`config.mk`:
```
export PLATFORM = sky130hd
export DESIGN_NAME = temperature_window_stats
export DESIGN_NICKNAME = d
export VERILOG_FILES = /design/src/tws_pkg.sv /design/src/tws_ctrl.sv /design/src/tws_dp.sv /design/src/temperature_window_stats.sv
export SDC_FILE = /design/constraint.sdc
export NUM_CORES = 1
export LEC_CHECK = 0
export ABC_AREA = 1
export BUFFER_PORTS_ARGS = -buffer_cell sky130_fd_sc_hd__buf_2
export CORE_MARGIN = 2
export CORE_UTILIZATION = 65
export CTS_CLUSTER_DIAMETER = 60
export CTS_CLUSTER_SIZE = 10
export DETAILED_ROUTE_END_ITERATION = 6
export GPL_TIMING_DRIVEN = 0
export PLACE_DENSITY = 0.83
export SLEW_MARGIN = 20
export SYNTH_ARGS = -nofsm -noshare
export SYNTH_HDL_FRONTEND = slang
export SYNTH_SLANG_ARGS = --single-unit
```
`constraint.sdc`:
```
create_clock -name clk -period 11.4 [get_ports clk]
set_input_delay 1.71 -clock clk [delete_from_list [all_inputs] [get_ports clk]]
set_output_delay 1.71 -clock clk [all_outputs]
set_load 0.02 [all_outputs]
```
`src/tws_pkg.sv`:
```
// shared constants, types and command structs for the temperature window statistics block
package tws_pkg;

  // field widths
  localparam int ADC_W  = 10;
  localparam int TEMP_W = 19;
  localparam int EXT_W  = 20;

  // default window length
  localparam int WINDOW_LEN_DEF = 16;

  // code to 1/1024 degree scale, and reset values of the extremes
  localparam logic [TEMP_W-1:0] TEMP_SCALE = TEMP_W'(500);
  localparam logic signed [EXT_W-1:0] MIN_RESET = EXT_W'(512000);
  localparam logic signed [EXT_W-1:0] MAX_RESET = -EXT_W'(51200);

  // sequencer states
  typedef enum logic [2:0] {
    S_IDLE,
    S_UPDATE,
    S_DIV,
    S_DONE
  } state_t;

  // commands from sequencer to datapath
  typedef struct packed {
    logic load;
    logic update;
    logic div_step;
    logic publish;
  } cmd_t;

  // status from datapath to sequencer
  typedef struct packed {
    logic div_done;
  } sts_t;

endpackage

```
`src/tws_ctrl.sv`:
```
// sequencer for the temperature window statistics block
module tws_ctrl (
  input  logic          clk,
  input  logic          rst_n,
  input  logic          in_valid,
  output logic          in_ready,
  output logic          out_valid,
  input  logic          out_ready,
  input  tws_pkg::sts_t sts,
  output tws_pkg::cmd_t cmd
);
  import tws_pkg::*;

  state_t state_r, state_nxt;
  logic   out_valid_r, out_valid_nxt;

  // next state
  always_comb begin
    state_nxt = state_r;
    case (state_r)
      S_IDLE:   if (cmd.load) state_nxt = S_UPDATE;
      S_UPDATE: state_nxt = S_DIV;
      S_DIV:    if (sts.div_done) state_nxt = S_DONE;
      S_DONE:   if (cmd.publish) state_nxt = S_IDLE;
      default:  state_nxt = S_IDLE;
    endcase
  end

  // outputs and commands
  always_comb begin
    in_ready     = (state_r == S_IDLE);
    cmd.load     = in_valid && (state_r == S_IDLE);
    cmd.update   = (state_r == S_UPDATE);
    cmd.div_step = (state_r == S_DIV);
    cmd.publish  = (state_r == S_DONE) && (!out_valid_r || out_ready);
    if (cmd.publish) begin
      out_valid_nxt = 1'b1;
    end else if (out_ready) begin
      out_valid_nxt = 1'b0;
    end else begin
      out_valid_nxt = out_valid_r;
    end
  end

  assign out_valid = out_valid_r;

  // state registers
  always_ff @(posedge clk) begin
    if (!rst_n) begin
      state_r     <= S_IDLE;
      out_valid_r <= 1'b0;
    end else begin
      state_r     <= state_nxt;
      out_valid_r <= out_valid_nxt;
    end
  end

  // at most one command per cycle
  a_cmd_onehot: assert property (@(posedge clk) disable iff (!rst_n)
    $onehot0({cmd.load, cmd.update, cmd.div_step, cmd.publish}))
    else $error("more than one datapath command at once");

  // an accepted request always goes to the window update next
  a_load_update: assert property (@(posedge clk) disable iff (!rst_n)
    cmd.load |=> (state_r == S_UPDATE))
    else $error("accepted request not followed by update");

  // last divide step leads to the result stage
  a_div_done: assert property (@(posedge clk) disable iff (!rst_n)
    (state_r == S_DIV && sts.div_done) |=> (state_r == S_DONE))
    else $error("divider finished but result not staged");

  // publishing always leaves a valid result
  a_publish: assert property (@(posedge clk) disable iff (!rst_n)
    cmd.publish |=> out_valid)
    else $error("published result not valid");

endmodule

```
`src/tws_dp.sv`:
```
// datapath: scaling, window ring, running sum, extremes and restoring divider
module tws_dp #(
  parameter int WINDOW_LEN = tws_pkg::WINDOW_LEN_DEF
) (
  input  logic                              clk,
  input  logic                              rst_n,
  input  tws_pkg::cmd_t                     cmd,
  output tws_pkg::sts_t                     sts,
  input  logic        [tws_pkg::ADC_W-1:0]  in_adc_code,
  output logic        [tws_pkg::TEMP_W-1:0] out_temp_now,
  output logic signed [tws_pkg::EXT_W-1:0]  out_temp_min,
  output logic signed [tws_pkg::EXT_W-1:0]  out_temp_max,
  output logic        [tws_pkg::TEMP_W-1:0] out_temp_mean
);
  import tws_pkg::*;

  localparam int CNT_W     = $clog2(WINDOW_LEN + 1);
  localparam int SLOT_W    = (WINDOW_LEN > 1) ? $clog2(WINDOW_LEN) : 1;
  localparam int SUM_W     = TEMP_W + CNT_W;
  localparam int STEP_W    = $clog2(SUM_W);

  // window ring memory
  logic [TEMP_W-1:0] ring_mem [WINDOW_LEN];

  logic        [TEMP_W-1:0] temp_r;
  logic        [TEMP_W-1:0] rd_r;
  logic        [SLOT_W-1:0] slot_r, slot_nxt;
  logic        [CNT_W-1:0]  held_r, held_nxt;
  logic        [SUM_W-1:0]  sum_r, sum_nxt;
  logic signed [EXT_W-1:0]  lowest_r, lowest_nxt;
  logic signed [EXT_W-1:0]  highest_r, highest_nxt;
  logic signed [EXT_W-1:0]  temp_ext;
  logic                     full;

  // divider state
  logic [SUM_W-1:0]  dq_r, dq_nxt;
  logic [CNT_W-1:0]  rem_r, rem_nxt;
  logic [CNT_W:0]    rem_sh;
  logic [STEP_W-1:0] step_r, step_nxt;

  // output registers
  logic        [TEMP_W-1:0] now_out_r;
  logic        [TEMP_W-1:0] mean_out_r;
  logic signed [EXT_W-1:0]  min_out_r;
  logic signed [EXT_W-1:0]  max_out_r;

  // window bookkeeping for the update step
  always_comb begin
    full     = (held_r == CNT_W'(WINDOW_LEN));
    temp_ext = $signed({1'b0, temp_r});
    sum_nxt  = sum_r + SUM_W'(temp_r) - (full ? SUM_W'(rd_r) : SUM_W'(0));
    slot_nxt = (slot_r == SLOT_W'(WINDOW_LEN - 1)) ? '0 : slot_r + SLOT_W'(1);
    held_nxt = full ? held_r : held_r + CNT_W'(1);
    lowest_nxt  = (temp_ext < lowest_r)  ? temp_ext : lowest_r;
    highest_nxt = (temp_ext > highest_r) ? temp_ext : highest_r;
  end

  // one restoring divide step: running sum over held count
  always_comb begin
    rem_sh = {rem_r, dq_r[SUM_W-1]};
    if (rem_sh >= {1'b0, held_r}) begin
      rem_nxt = CNT_W'(rem_sh - {1'b0, held_r});
      dq_nxt  = {dq_r[SUM_W-2:0], 1'b1};
    end else begin
      rem_nxt = rem_sh[CNT_W-1:0];
      dq_nxt  = {dq_r[SUM_W-2:0], 1'b0};
    end
    step_nxt     = step_r + STEP_W'(1);
    sts.div_done = (step_r == STEP_W'(SUM_W - 1));
  end

  // ring memory write and registered read
  always_ff @(posedge clk) begin
    if (cmd.update) begin
      ring_mem[slot_r] <= temp_r;
    end
    if (cmd.load) begin
      rd_r <= ring_mem[slot_r];
    end
  end

  // window control state
  always_ff @(posedge clk) begin
    if (!rst_n) begin
      slot_r    <= '0;
      held_r    <= '0;
      sum_r     <= '0;
      lowest_r  <= MIN_RESET;
      highest_r <= MAX_RESET;
    end else if (cmd.update) begin
      slot_r    <= slot_nxt;
      held_r    <= held_nxt;
      sum_r     <= sum_nxt;
      lowest_r  <= lowest_nxt;
      highest_r <= highest_nxt;
    end
  end

  // scaling, divider and result payload
  always_ff @(posedge clk) begin
    if (cmd.load) begin
      temp_r <= TEMP_W'(in_adc_code) * TEMP_SCALE;
    end
    if (cmd.update) begin
      dq_r   <= sum_nxt;
      rem_r  <= '0;
      step_r <= '0;
    end else if (cmd.div_step) begin
      dq_r   <= dq_nxt;
      rem_r  <= rem_nxt;
      step_r <= step_nxt;
    end
    if (cmd.publish) begin
      now_out_r  <= temp_r;
      min_out_r  <= lowest_r;
      max_out_r  <= highest_r;
      mean_out_r <= dq_r[TEMP_W-1:0];
    end
  end

  assign out_temp_now  = now_out_r;
  assign out_temp_min  = min_out_r;
  assign out_temp_max  = max_out_r;
  assign out_temp_mean = mean_out_r;

endmodule

```
`src/temperature_window_stats.sv`:
```
// top level: windowed mean temperature with minimum and maximum held since reset
// a request is scaled on acceptance, the window is then updated, and the restoring divider
// forms the mean one quotient bit per cycle over SUM_W = 19 + clog2(WINDOW_LEN + 1) bits;
// a new request is taken only once the previous result has been published, which waits
// for out_ready while an earlier result is still held
// reset: synchronous active low; ring memory is not cleared, a fill count masks
// unwritten slots, so requests are taken from the first cycle after reset
module temperature_window_stats #(
  parameter int WINDOW_LEN = tws_pkg::WINDOW_LEN_DEF
) (
  input  logic                              clk,
  input  logic                              rst_n,
  input  logic                              in_valid,
  output logic                              in_ready,
  input  logic        [tws_pkg::ADC_W-1:0]  in_adc_code,
  output logic                              out_valid,
  input  logic                              out_ready,
  output logic        [tws_pkg::TEMP_W-1:0] out_temp_now,
  output logic signed [tws_pkg::EXT_W-1:0]  out_temp_min,
  output logic signed [tws_pkg::EXT_W-1:0]  out_temp_max,
  output logic        [tws_pkg::TEMP_W-1:0] out_temp_mean
);
  import tws_pkg::*;

  cmd_t cmd;
  sts_t sts;

  // sequencer
  tws_ctrl u_ctrl (
    .clk       (clk),
    .rst_n     (rst_n),
    .in_valid  (in_valid),
    .in_ready  (in_ready),
    .out_valid (out_valid),
    .out_ready (out_ready),
    .sts       (sts),
    .cmd       (cmd)
  );

  // datapath
  tws_dp #(
    .WINDOW_LEN (WINDOW_LEN)
  ) u_dp (
    .clk           (clk),
    .rst_n         (rst_n),
    .cmd           (cmd),
    .sts           (sts),
    .in_adc_code   (in_adc_code),
    .out_temp_now  (out_temp_now),
    .out_temp_min  (out_temp_min),
    .out_temp_max  (out_temp_max),
    .out_temp_mean (out_temp_mean)
  );

endmodule
```
==> results.yml <==
pwr:
  p_leak_uw: 0.0106
  totalPowerFinal_uw: 7410
  ir_worst_vdd_uv: 208
  power_density_mw_per_mm2: 288
floorplanning:
  dieArea_sq_mm: 0.0366
  die_y_microns: 191
  ios: 94
  core_sq_mm: 0.0345
  rows: 68
  start_util_pct: 66.1
  die_w_microns: 191
yosys:
  synth_edf_count: 401
  yosysUniqueCellTypes: 40
  yosys_register_bits: 480
  syn_inst: 2174
  synth.avg_cell_area_sq_um: 10.5
  yosysWarnings: 0
  ys.flop_type: "edfxtp_1"
  ys_seq_area_share_pct: 59.7
  syn-cell-area_sq_mm: 0.0228
  async_flop_share_pct: 0
clock_network:
  cts.sinks: 480
  cts_buffer_depth: 3
  cts_buffers: 54
  post_cts_resized: 0
  clk_pin_slew_worst_paths_ns: 0.05
  cts_htree_levels: 2
  hold_buffers: 0
  post_cts_buffers: 0
  cts-root-buf: "clkbuf_16"
  worstSkewPairLatency_ns: 0.61
  cts_tree: "done"
detailed_routing:
  wl_met1_mm: 21.4
  drt_first_pass_iters: 6
  vias_per_cell: 5.90
  vias: 16700
  dr.first_iter.drc_count: 1866
  drt-total-wl_mm: 58.3
  drt.antenna.violating_nets: 0
  dr_wl_met2_mm: 28.3
  avgRoutedWirePerCell_microns: 20.6
  top_layer_used: "met4"
  wl_met3_mm: 5.66
  drc_errors: 0
final_layout:
  drive_gt1_share_pct: 10.1
  layout.nets: 2517
  fin_area_sq_mm: 0.0257
  area_delta_synth_final_pct: 12.8
  layoutNonFillerInstCount: 2832
setup_path:
  cp-end-kind: "flop"
  cp_num_buf_inv: 3
  arrival_ns: 5.30
  cp.required_ns: 11.74
  slowest_stage: "fa_1"
  critPathLaunchType: "primary input"
  cpMostUsedCell: "fa_1"
  rrSetupSlack_ns: 7.64
  critical-path-max-stage-delay_ns: 0.52
  crit_chain: "buf_2 -> inv_1 -> fa_1 -> fa_1 -> fa_1 -> fa_1 -> inv_1 -> ha_1 -> nand2_1 -> a21oi_1 -> nor3_1 -> nand3_1 -> a21oi_1 -> xor2_1"
  cp.depth: 14
  crit_fanout: 4
  cp_top_family: "adder cells"
  worstSetupPathType: "in -> reg"
  rr_worst_depth: 10
grt:
  overflow: 0
  track_usage_pct: 32.1
  antenna_found_initial: 0
  grt_pass1_wl_mm: 88.4
  grt_pass1_vias: 16400
  grt_max_degree: 35
run_status:
  status: "finished, final reports clean"
timing:
  slew_viol_final: 0
  worst_pin_slew_ns: 1.17
  fmax_mhz: 202
  finalWorstSetupSlack_ns: 6.44
  finalSetupTns_ns: 0
  skew_ns: 0.0267
  hold_viol_final: 0
  rsz0062_at_grt: "false"
  period_share_pct: 43.5
  max-slew-margin-rel_pct: 22.0
  setup_violations: 0
  period_minus_slack_ns: 4.96
worst_hold_path:
  worstHoldPathCells: 0
  hold_class: "reg -> reg"
place:
  place_inst: 2740
  port_buffers: 85
  routabilityCongestion: 0.984
  place_ws_ns: 5.85
  placed_area_sq_mm: 0.0242
  dp_hpwl_mm: 39.6
flow_run:
  drv_cap: 0
[layout by cell type (no fill, tap or decap), types with 37 or more instances in the layout]
master,synthesis,routed
edfxtp_1,401,401
nor2_1,252,237
clkbuf_16,0,55
ha_1,113,112
dfxtp_1,79,79
nand3_1,70,70
a21oi_1,93,92
o22ai_1,69,69
nand4_1,37,37
o21ai_0,162,162
inv_1,281,280
clkbuf_1,42,73
buf_2,19,104
fa_1,48,48
nand2_1,400,400
[stage by stage]
step / hold slack (ns) / utilization [%]
global route: 0.446 / 74.5
floorplan: 0.408 / -
CTS: 0.435 / 74.5
finish: 0.436 / 74.5
detailed placement: 0.423 / 70.0
global placement: 0.419 / 69.0
[final cells by class]
| type | instances | area (sq um) |
|---|---|---|
| clock inverters | 3 | 21.3 |
| clock buffers | 87 | 1510 |
| multi-input cells | 1327 | 7770 |
| inverters | 289 | 1080 |
| diodes | 1 | 2.50 |
| plain buffers | 84 | 418 |
| repair buffers | 106 | 748 |
| fillers | 2218 | 8800 |
| flip-flops and latches | 480 | 13600 |
| well taps | 455 | 569 |
[Yosys cell counts (all sizes together) (15+ instances only)]
| cell | n | area [sq um] |
|---|---|---|
| nor3 | 15 | 75.1 |
| nand3 | 73 | 380 |
| inv | 287 | 1080 |
| clkbuf | 42 | 158 |
| ha | 113 | 1410 |
| dfxtp | 79 | 1580 |
| edfxtp | 401 | 12000 |
| o22ai | 69 | 432 |
| o21ai | 168 | 848 |
| nor2 | 255 | 965 |
| nand4 | 40 | 278 |
| fa | 48 | 961 |
| buf | 42 | 260 |
| nand2 | 400 | 1500 |
| a21oi | 98 | 509 |
[worst register-to-register path: cells and delay by family, from the launching register on]
kind                       cells  cell delay, ns
AOI/OAI and AO/OA              1            0.36
and+or+nand+nor                5            0.56
adders and majority gates      2            1.18
DFF                            1            0.87
buffers and inverters          2            0.50
[report_power, final]
group	switching (uW)	leakage (uW)	internal [uW]
logic	2050	0.00553	1010
registers	358	0.00429	2440
clock network	658	0.000732	891
total	3070	0.0106	4340
[cell families after synthesis]
family | count (synthesis) | synth area share, %
and+or+nand+nor | 796 | 14.4
xor gates and xnor gates | 19 | 0.729
adders and majority gates | 161 | 10.4
DFF | 480 | 59.7
buffers and inverters | 373 | 6.59
AOI/OAI and AO/OA | 344 | 8.13
other | 1 | 0.0164
[routing by layer]
| metal | up-vias | track usage, % |
|---|---|---|
| met5 | - | 0 |
| met4 | 0 | 17.2 |
| met3 | 191 | 6.00 |
| met2 | 956 | 53.7 |
| met1 | 7902 | 39.8 |
| li1 | 7656 | - |
[state kept, by name (all words and copies together), names as in the netlist, 18 cells and up]
name	flops
u_dp.sum_r	22
u_dp.dq_r	24
u_dp.out_temp_max	18
u_dp.highest_r	18
u_dp.out_temp_mean	19
u_dp.ring_mem	272
[final timing paths]
| check | start | to |
|---|---|---|
| max | in_adc_code[5] | u_dp.temp_r[18] |
| min | u_dp.lowest_r[13] | u_dp.out_temp_min[13] |
| max reg2reg | u_dp.temp_r[2] | u_dp.dq_r[12] |
| min reg2reg | u_dp.lowest_r[13] | u_dp.out_temp_min[13] |
(Power assumes the default switching activity.)
